[config.mk]
export PLATFORM = sky130hd
export DESIGN_NAME = infix_to_postfix_converter
export DESIGN_NICKNAME = d
export VERILOG_FILES = /design/src/hdl/itp_pkg.sv /design/src/hdl/itp_stack.sv /design/src/hdl/infix_to_postfix_converter.sv
export SDC_FILE = /design/constraint.sdc
export NUM_CORES = 1
export LEC_CHECK = 0
export BUFFER_PORTS_ARGS = -buffer_cell sky130_fd_sc_hd__buf_4
export CAP_MARGIN = 20
export CORE_MARGIN = 8
export CORE_UTILIZATION = 50
export DETAILED_ROUTE_END_ITERATION = 7
export PLACE_DENSITY = 0.62
export SLEW_MARGIN = 20
export SYNTH_ARGS = -nofsm -noshare
export SYNTH_HDL_FRONTEND = slang
export SYNTH_SLANG_ARGS = --single-unit
[constraint.sdc]
create_clock -name clk -period 4.9 [get_ports clk]
set_input_delay 0.735 -clock clk [delete_from_list [all_inputs] [get_ports clk]]
set_output_delay 0.735 -clock clk [all_outputs]
set_load 0.005 [all_outputs]
[src/hdl/itp_pkg.sv]
// Shared types, character codes and decode functions for the infix to postfix converter.
`default_nettype none

package itp_pkg;

  localparam int STACK_DEPTH_DEF = 64;

  localparam logic [7:0] CH_PLUS   = 8'h2B;
  localparam logic [7:0] CH_MINUS  = 8'h2D;
  localparam logic [7:0] CH_STAR   = 8'h2A;
  localparam logic [7:0] CH_SLASH  = 8'h2F;
  localparam logic [7:0] CH_PCT    = 8'h25;
  localparam logic [7:0] CH_CARET  = 8'h5E;
  localparam logic [7:0] CH_LPAREN = 8'h28;
  localparam logic [7:0] CH_RPAREN = 8'h29;

  typedef enum logic [1:0] {
    ST_IDLE,
    ST_EVAL,
    ST_WAIT
  } itp_state_t;

  typedef struct packed {
    logic       push;
    logic       pop;
    logic [7:0] wdata;
  } stack_cmd_t;

  // Operator precedence; zero for anything that is not an operator.
  function automatic logic [1:0] prec_of(input logic [7:0] c);
    logic [1:0] p;
    case (c) inside
      CH_PLUS, CH_MINUS:         p = 2'd1;
      CH_STAR, CH_SLASH, CH_PCT: p = 2'd2;
      CH_CARET:                  p = 2'd3;
      default:                   p = 2'd0;
    endcase
    return p;
  endfunction

  function automatic logic is_operand(input logic [7:0] c);
    return ((c >= 8'h61) && (c <= 8'h7A)) || ((c >= 8'h41) && (c <= 8'h5A)) ||
           ((c >= 8'h30) && (c <= 8'h39));
  endfunction

endpackage

`default_nettype wire

[src/hdl/itp_stack.sv]
// Operator stack: memory with a fill count and registered reads of the top two entries.
`default_nettype none

module itp_stack
  import itp_pkg::*;
#(
  parameter int STACK_DEPTH = STACK_DEPTH_DEF,
  localparam int CNT_W = $clog2(STACK_DEPTH + 1),
  localparam int IDX_W = $clog2(STACK_DEPTH)
) (
  input  wire logic             clk,
  input  wire logic             rst,
  input  wire stack_cmd_t       cmd,
  output logic      [CNT_W-1:0] count,
  output logic      [7:0]       top,
  output logic      [7:0]       next
);

  logic [7:0]       mem [STACK_DEPTH];
  logic [CNT_W-1:0] count_next;
  logic [IDX_W-1:0] wr_idx;
  logic [IDX_W-1:0] top_idx;
  logic [IDX_W-1:0] next_idx;

  assign wr_idx   = count[IDX_W-1:0];
  assign top_idx  = IDX_W'(count - CNT_W'(1));
  assign next_idx = IDX_W'(count - CNT_W'(2));

  always_comb begin
    count_next = count;
    if (cmd.push) begin
      count_next = count + CNT_W'(1);
    end else if (cmd.pop) begin
      count_next = count - CNT_W'(1);
    end
  end

  always_ff @(posedge clk) begin
    if (rst) begin
      count <= '0;
    end else begin
      count <= count_next;
    end
  end

  // Entries are reread every cycle; data reflects the count of the cycle before.
  always_ff @(posedge clk) begin
    if (cmd.push) begin
      mem[wr_idx] <= cmd.wdata;
    end
    top  <= mem[top_idx];
    next <= mem[next_idx];
  end

endmodule

`default_nettype wire

[src/hdl/infix_to_postfix_converter.sv]
// Top level of the shunting-yard infix to postfix converter.
// Results wait in EVAL for a free output slot; an operand result then goes to the output register.
// The input is stalled until the sequencer is done with an item. Each stacked entry that is
//   popped and emitted takes a pop, then a WAIT visit for the registered stack read to settle.
// End of expression: every stacked entry is emitted in turn, or an empty marker if none is stacked.
// Reset (rst, synchronous, input stalled meanwhile): count, flag, sequencer, out_valid clear.
`default_nettype none

module infix_to_postfix_converter
  import itp_pkg::*;
#(
  parameter int STACK_DEPTH = STACK_DEPTH_DEF
) (
  input  wire logic       clk,
  input  wire logic       rst,
  // input channel
  input  wire logic       in_valid,
  output logic            in_stall,
  input  wire logic [7:0] ch,
  input  wire logic       end_of_expr,
  // output channel
  output logic            out_valid,
  input  wire logic       out_stall,
  output logic      [7:0] out_char,
  output logic            has_char,
  output logic            last_of_run,
  output logic            overflowed
);

  localparam int CNT_W = $clog2(STACK_DEPTH + 1);

  itp_state_t       state;
  itp_state_t       state_next;

  // Item being worked on
  logic [7:0]       tok_ch;
  logic             tok_eoe;
  logic             tok_ovf;
  logic             any_out;
  logic             ovf_flag;

  // Stack view
  stack_cmd_t       cmd;
  logic [CNT_W-1:0] st_count;
  logic [7:0]       st_top;
  logic [7:0]       st_next;

  // Sequencer actions
  logic             accept;
  logic             slot_free;
  logic             emit;
  logic [7:0]       emit_char;
  logic             emit_has;
  logic             emit_last;
  logic             push_req;
  logic             pop_req;
  logic             done;
  logic             set_flag;
  logic             clr_flag;
  logic [1:0]       tok_prec;
  logic             st_empty;
  logic             st_full;
  logic             top_pops;
  logic             next_pops;

  // Hold the input off while busy and while reset is applied.
  assign in_stall  = (state != ST_IDLE) || rst;
  assign accept    = in_valid && !in_stall;
  // The output register may take a new result when empty or when its transfer completes.
  assign slot_free = !out_valid || !out_stall;

  assign tok_prec  = prec_of(tok_ch);
  assign st_empty  = (st_count == '0);
  assign st_full   = (st_count == CNT_W'(STACK_DEPTH));
  // Operator loop: top entry goes out while it binds at least as tightly as the new one.
  assign top_pops  = !st_empty && (st_top != CH_LPAREN) && (prec_of(st_top) >= tok_prec);
  assign next_pops = (st_count > CNT_W'(1)) && (st_next != CH_LPAREN) &&
                     (prec_of(st_next) >= tok_prec);

  itp_stack #(
    .STACK_DEPTH(STACK_DEPTH)
  ) u_stack (
    .clk  (clk),
    .rst  (rst),
    .cmd  (cmd),
    .count(st_count),
    .top  (st_top),
    .next (st_next)
  );

  // Next state
  always_comb begin
    state_next = state;
    unique case (state)
      ST_IDLE: begin
        if (accept) begin
          state_next = ST_EVAL;
        end
      end
      ST_EVAL: begin
        if (done) begin
          state_next = ST_IDLE;
        end else if (pop_req) begin
          state_next = ST_WAIT;
        end
      end
      ST_WAIT: begin
        state_next = ST_EVAL;
      end
      default: begin
        state_next = ST_IDLE;
      end
    endcase
  end

  // Actions: one stack step per visit to EVAL; a result waits for a free output slot.
  always_comb begin
    emit      = 1'b0;
    emit_char = '0;
    emit_has  = 1'b0;
    emit_last = 1'b0;
    push_req  = 1'b0;
    pop_req   = 1'b0;
    done      = 1'b0;
    unique case (state)
      ST_EVAL: begin
        if (tok_eoe) begin
          if (!st_empty) begin
            if (slot_free) begin
              emit      = 1'b1;
              emit_char = st_top;
              emit_has  = 1'b1;
              emit_last = (st_count == CNT_W'(1));
              pop_req   = 1'b1;
            end
          end else if (any_out) begin
            done = 1'b1;
          end else if (slot_free) begin
            // empty flush: marker result with no character
            emit      = 1'b1;
            emit_last = 1'b1;
            done      = 1'b1;
          end
        end else if (is_operand(tok_ch)) begin
          if (slot_free) begin
            emit      = 1'b1;
            emit_char = tok_ch;
            emit_has  = 1'b1;
            emit_last = 1'b1;
            done      = 1'b1;
          end
        end else if (tok_ch == CH_LPAREN) begin
          push_req = 1'b1;
          done     = 1'b1;
        end else if (tok_ch == CH_RPAREN) begin
          if (st_empty) begin
            done = 1'b1;
          end else if (st_top == CH_LPAREN) begin
            // drop the matching '('
            pop_req = 1'b1;
            done    = 1'b1;
          end else if (slot_free) begin
            emit      = 1'b1;
            emit_char = st_top;
            emit_has  = 1'b1;
            emit_last = !((st_count > CNT_W'(1)) && (st_next != CH_LPAREN));
            pop_req   = 1'b1;
          end
        end else if (tok_prec != 2'd0) begin
          if (top_pops) begin
            if (slot_free) begin
              emit      = 1'b1;
              emit_char = st_top;
              emit_has  = 1'b1;
              emit_last = !next_pops;
              pop_req   = 1'b1;
            end
          end else begin
            push_req = 1'b1;
            done     = 1'b1;
          end
        end else begin
          done = 1'b1;
        end
      end
      ST_IDLE, ST_WAIT: begin
      end
      default: begin
      end
    endcase
  end

  // Drop a push onto a full stack and mark it.
  assign cmd.push  = push_req && !st_full;
  assign cmd.pop   = pop_req;
  assign cmd.wdata = tok_ch;
  assign set_flag  = push_req && st_full;
  assign clr_flag  = done && tok_eoe;

  always_ff @(posedge clk) begin
    if (rst) begin
      state    <= ST_IDLE;
      ovf_flag <= 1'b0;
      any_out  <= 1'b0;
    end else begin
      state <= state_next;
      if (set_flag) begin
        ovf_flag <= 1'b1;
      end else if (clr_flag) begin
        ovf_flag <= 1'b0;
      end
      if (accept) begin
        any_out <= 1'b0;
      end else if (emit) begin
        any_out <= 1'b1;
      end
    end
  end

  // Hold the accepted item; the flag is sampled as it stood before the item.
  always_ff @(posedge clk) begin
    if (accept) begin
      tok_ch  <= ch;
      tok_eoe <= end_of_expr;
      tok_ovf <= ovf_flag;
    end
  end

  // Output register
  always_ff @(posedge clk) begin
    if (rst) begin
      out_valid <= 1'b0;
    end else if (emit) begin
      out_valid <= 1'b1;
    end else if (!out_stall) begin
      out_valid <= 1'b0;
    end
  end

  always_ff @(posedge clk) begin
    if (emit) begin
      out_char    <= emit_char;
      has_char    <= emit_has;
      last_of_run <= emit_last;
      overflowed  <= tok_ovf;
    end
  end

`ifndef NO_ASSERTIONS
  a_count_bound: assert property (@(posedge clk) disable iff (rst)
    st_count <= CNT_W'(STACK_DEPTH))
    else $error("stack count beyond depth");

  a_pop_step: assert property (@(posedge clk) disable iff (rst)
    cmd.pop |=> (st_count == $past(st_count) - CNT_W'(1)))
    else $error("pop did not lower the stack count by one");

  a_marker_last: assert property (@(posedge clk) disable iff (rst)
    (out_valid && !has_char) |-> (last_of_run && (out_char == 8'h00)))
    else $error("empty marker not a lone zero result");

  a_no_push_full: assert property (@(posedge clk) disable iff (rst)
    set_flag |=> (ovf_flag && (st_count == CNT_W'(STACK_DEPTH))))
    else $error("dropped push changed the stack or lost the flag");
`endif

endmodule

`default_nettype wire
==> flow_metrics.tcl <==
set metrics [dict create \
    hold_end "tok_eoe" \
    worstSetupStartpointType "flop" \
    clockBufferDepth 3 \
    ant_nets 0 \
    status "complete, no violations" \
    reg2reg_to "u_stack.mem[43][6]" \
    final_nets 1449 \
    maxCapViolCount 0 \
    ys_ff_latch 561 \
    syn_area_per_cell_sq_um 19.9 \
    cts_buffers 60 \
    routed_via_density 6.75 \
    grt.busiest_layer "met2" \
    drive_gt1_share_pct 38.2 \
    synth_cell_type_count 63 \
    leakagePower_nw 9.01 \
    worstPathRequired_ns 5.14 \
    grt_pass1_wl_microns 102000 \
    critical_path.cell_chain "nor4b_4 > buf_4 > a31oi_1 > a211oi_1 > ha_1 > nand2b_1 > a21oi_1 > nor3_2 > a2111oi_4 > nand2_1 > nor2_1" \
    vdd_ir_drop_max_v 0.000329 \
    die_h_microns 246 \
    use_met2_pct 35.3 \
    endpoint_kind "flop" \
    coreArea_sq_um 52400 \
    slew_violations 0 \
    rsz0062_at_grt "false" \
    synth_fa_ha_area_share_pct 0.568 \
    drt_iter0_markers 1935 \
    max_freq_mhz 223 \
    yosys_warnings 0 \
    cts_htree_levels 2 \
    netlist_instances 1325 \
    synth_xor_area_share_pct 0.365 \
    path_max_fanout 10 \
    seqCellArea_sq_um 16600 \
    hpwl_microns 46300 \
    rows 84 \
    synthesis.area_sq_um 26400 \
    cts_tree "yes" \
    overflow 0 \
    ys_async_sr_fraction_pct 0 \
    r2r_slack_ns 0.41 \
    grt_pass1_vias 14500 \
    path_clk_slew_ns 0.06 \
    met3_usage_pct 4.41 \
    start_util_pct 50.4 \
    antenna_found_initial 1 \
    synth_compound_area_share_pct 2.79 \
    timing.critical_path.buf_inv 1 \
    use_met1_pct 34.6 \
    fin_setup_tns_ns 0 \
    min_from "end_of_expr" \
    die_area_sq_um 60400 \
    grt_start_max_net_pins 134 \
    synth_simple_gate_area_share_pct 3.90 \
    routed_wirelength_microns 69700 \
    synth_top_family_by_area "multiplexers" \
    grt_usage_pct 23.2 \
    hold_ws_ns 0.305 \
    die_w_microns 246 \
    final-hold-violation-count 0 \
    multiInputGateArea_sq_um 9500 \
    dr.pass1.iters 5 \
    crit_family "simple AND/OR/NAND/NOR gates" \
    holdPathStages 1 \
    port_buffers 25 \
    ios 26 \
    crit_type "reg2reg" \
    num_vias 14600 \
    r2r_cells 11 \
    synth.area.mux_share_pct 28.1 \
    startpoint "tok_ch[4]" \
    post_cts_buffers 0 \
    clock_skew_ns 0.0210 \
    fin_crit_ns 4.49 \
    timing.final.crit_share_pct 91.6 \
    slew_headroom_pct 30.5 \
    drt-wirelength-per-cell_microns 32.3 \
    synth_ff_type "edfxtp_1" \
    arrival_ns 4.73 \
    syn_nets 1350 \
    area_growth_pct 13.4 \
    worst_slew_pin_slew_ns 1.04 \
    power_density_nw_per_um2 337 \
    drc 0 \
    ctsResizeCount 0 \
    cp_slowest_stage_delay_ns 0.72 \
    cts.sinks 561 \
    hold_class "in2reg" \
    synth_edf_count 533 \
    cts_hold_buf 0 \
    r2r-start "tok_ch[4]" \
    clkLatencyLatePin_ns 0.62 \
    routabilityCongestion 0.886 \
    cp_slowest_cell "a2111oi_4" \
    finalSetupViolCount 0 \
    synth_seq_area_share_pct 62.7 \
    fillers 3895 \
    ctsRootBufferMaster "clkbuf_16" \
]
-- worst reg2reg max path, cell delays in order, from the launching register on --
cell and delay (ns):
edfxtp_1 0.48, nor4b_4 0.34, buf_4 0.22, a31oi_1 0.09, a211oi_1 0.38, ha_1 0.30, nand2b_1 0.14, a21oi_1 0.23
nor3_2 0.15, a2111oi_4 0.72, nand2_1 0.38, nor2_1 0.69
-- layout by cell type (no fill, tap or decap), types with 3 or more instances in the layout --
cell type | synthesis | routed
dfxtp_1 | 28 | 26
nor3_1 | 6 | 6
clkinv_1 | 0 | 11
nand2_1 | 54 | 54
mux2i_1 | 9 | 9
nand4_1 | 6 | 6
a22o_1 | 8 | 8
bufinv_16 | 0 | 9
a2111oi_4 | 3 | 3
mux4_2 | 320 | 320
buf_12 | 0 | 6
nand2b_1 | 9 | 9
or3_1 | 5 | 5
clkinv_2 | 0 | 13
o21ai_0 | 20 | 20
clkbuf_1 | 40 | 10
clkbuf_16 | 0 | 61
nor2_1 | 88 | 88
nor2b_1 | 6 | 6
xnor2_1 | 8 | 5
nor3_2 | 3 | 3
buf_4 | 0 | 114
nor4bb_1 | 3 | 3
a21oi_1 | 13 | 13
a211oi_1 | 5 | 5
inv_1 | 15 | 15
ha_1 | 12 | 10
mux2_2 | 9 | 9
and2_1 | 5 | 5
a22oi_1 | 18 | 18
edfxtp_1 | 533 | 533
nand3_1 | 8 | 8
-- sequential cells by signal, summed over array words and instances, names as in the netlist --
register       count
u_stack.mem      512
out_char           8
tok_ch             8
u_stack.next       8
u_stack.top        8
u_stack.count      7
state              2
any_out            1
has_char           1
last_of_run        1
out_valid          1
overflowed         1
ovf_flag           1
tok_eoe            1
tok_ovf            1
-- final cells by class --
type,instances,area share (%)
flip-flops and latches,561,55.3
multi-input cells,666,31.7
clock buffers,72,5.27
repair buffers,120,3.26
well taps,688,2.87
clock inverters,38,1.39
inverters,15,0.188
diodes,1,0.00835
-- logic make-up after synthesis --
family	count (synthesis)
flops	561
buf+inv	98
xor+xnor	11
fa+ha+maj	12
simple gates	210
mux	339
compound gates	94
-- per-layer routing --
layer	share of wire (%)	up-vias	wire length (microns)
li1	-	5917	-
met1	42	7824	29400
met2	47	746	32500
met3	9.0	94	6260
met4	2.4	0	1660
met5	0	-	0
-- Yosys cell counts, types with 3 or more instances --
cell type	instances	area (sq um)
o21ai_0	20	100
nand4_1	6	37.5
nor2_1	88	330
a22o_1	8	70.1
nand2_1	54	203
clkbuf_1	40	150
edfxtp_1	533	16000
nor4bb_1	3	30.0
buf_1	4	15.0
mux2i_1	9	90.1
mux4_2	320	7210
a21oi_1	13	65.1
a211oi_1	5	37.5
dfxtp_1	28	561
a2111oi_4	3	82.6
ha_1	12	150
buf_2	38	190
a22oi_1	18	135
and2_1	5	31.3
nand3_1	8	40.0
nand2b_1	9	56.3
nor2b_1	6	37.5
xor2_1	3	26.3
inv_1	15	56.3
xnor2_1	8	70.1
nor3_2	3	30.0
or3_1	5	31.3
mux2_2	9	101
nor3_1	6	30.0
-- worst max path at each step --
stage / end / slack (ns) / cells after the start
after detailed placement: u_stack.mem[32][2] / 0.52 / 11
after global placement: u_stack.mem[37][2] / 0.66 / 11
final: u_stack.mem[43][6] / 0.41 / 11
after floorplan: u_stack.mem[56][0] / 0.35 / 10
after CTS: u_stack.mem[32][4] / 0.45 / 11
after global routing: u_stack.mem[32][4] / 0.15 / 11
-- where the power goes --
part / switching [mW] / internal [mW] / total, mW
Combinational: 0.156 / 0.0788 / 0.235
Clock: 1.85 / 2.76 / 4.61
Sequential: 0.0143 / 5.24 / 5.26
-- per-stage QoR --
| step | area, sq um | std cells | total power [mW] | utilization (%) | worst slack [ns] |
|---|---|---|---|---|---|
| finish | 30000 | 2161 | 10.1 | 57.1 | 0.414 |
| global placement | 28000 | 2050 | 5.59 | 53.3 | 0.662 |
| global route | 30000 | 2160 | 10.4 | 57.1 | 0.152 |
| floorplan | 26400 | 1325 | 5.49 | - | 0.353 |
| detailed placement | 28000 | 2050 | 5.59 | 53.3 | 0.518 |
| CTS | 30000 | 2160 | 10.2 | 57.1 | 0.451 |
Note: power is estimated with default switching activity, not from simulation.
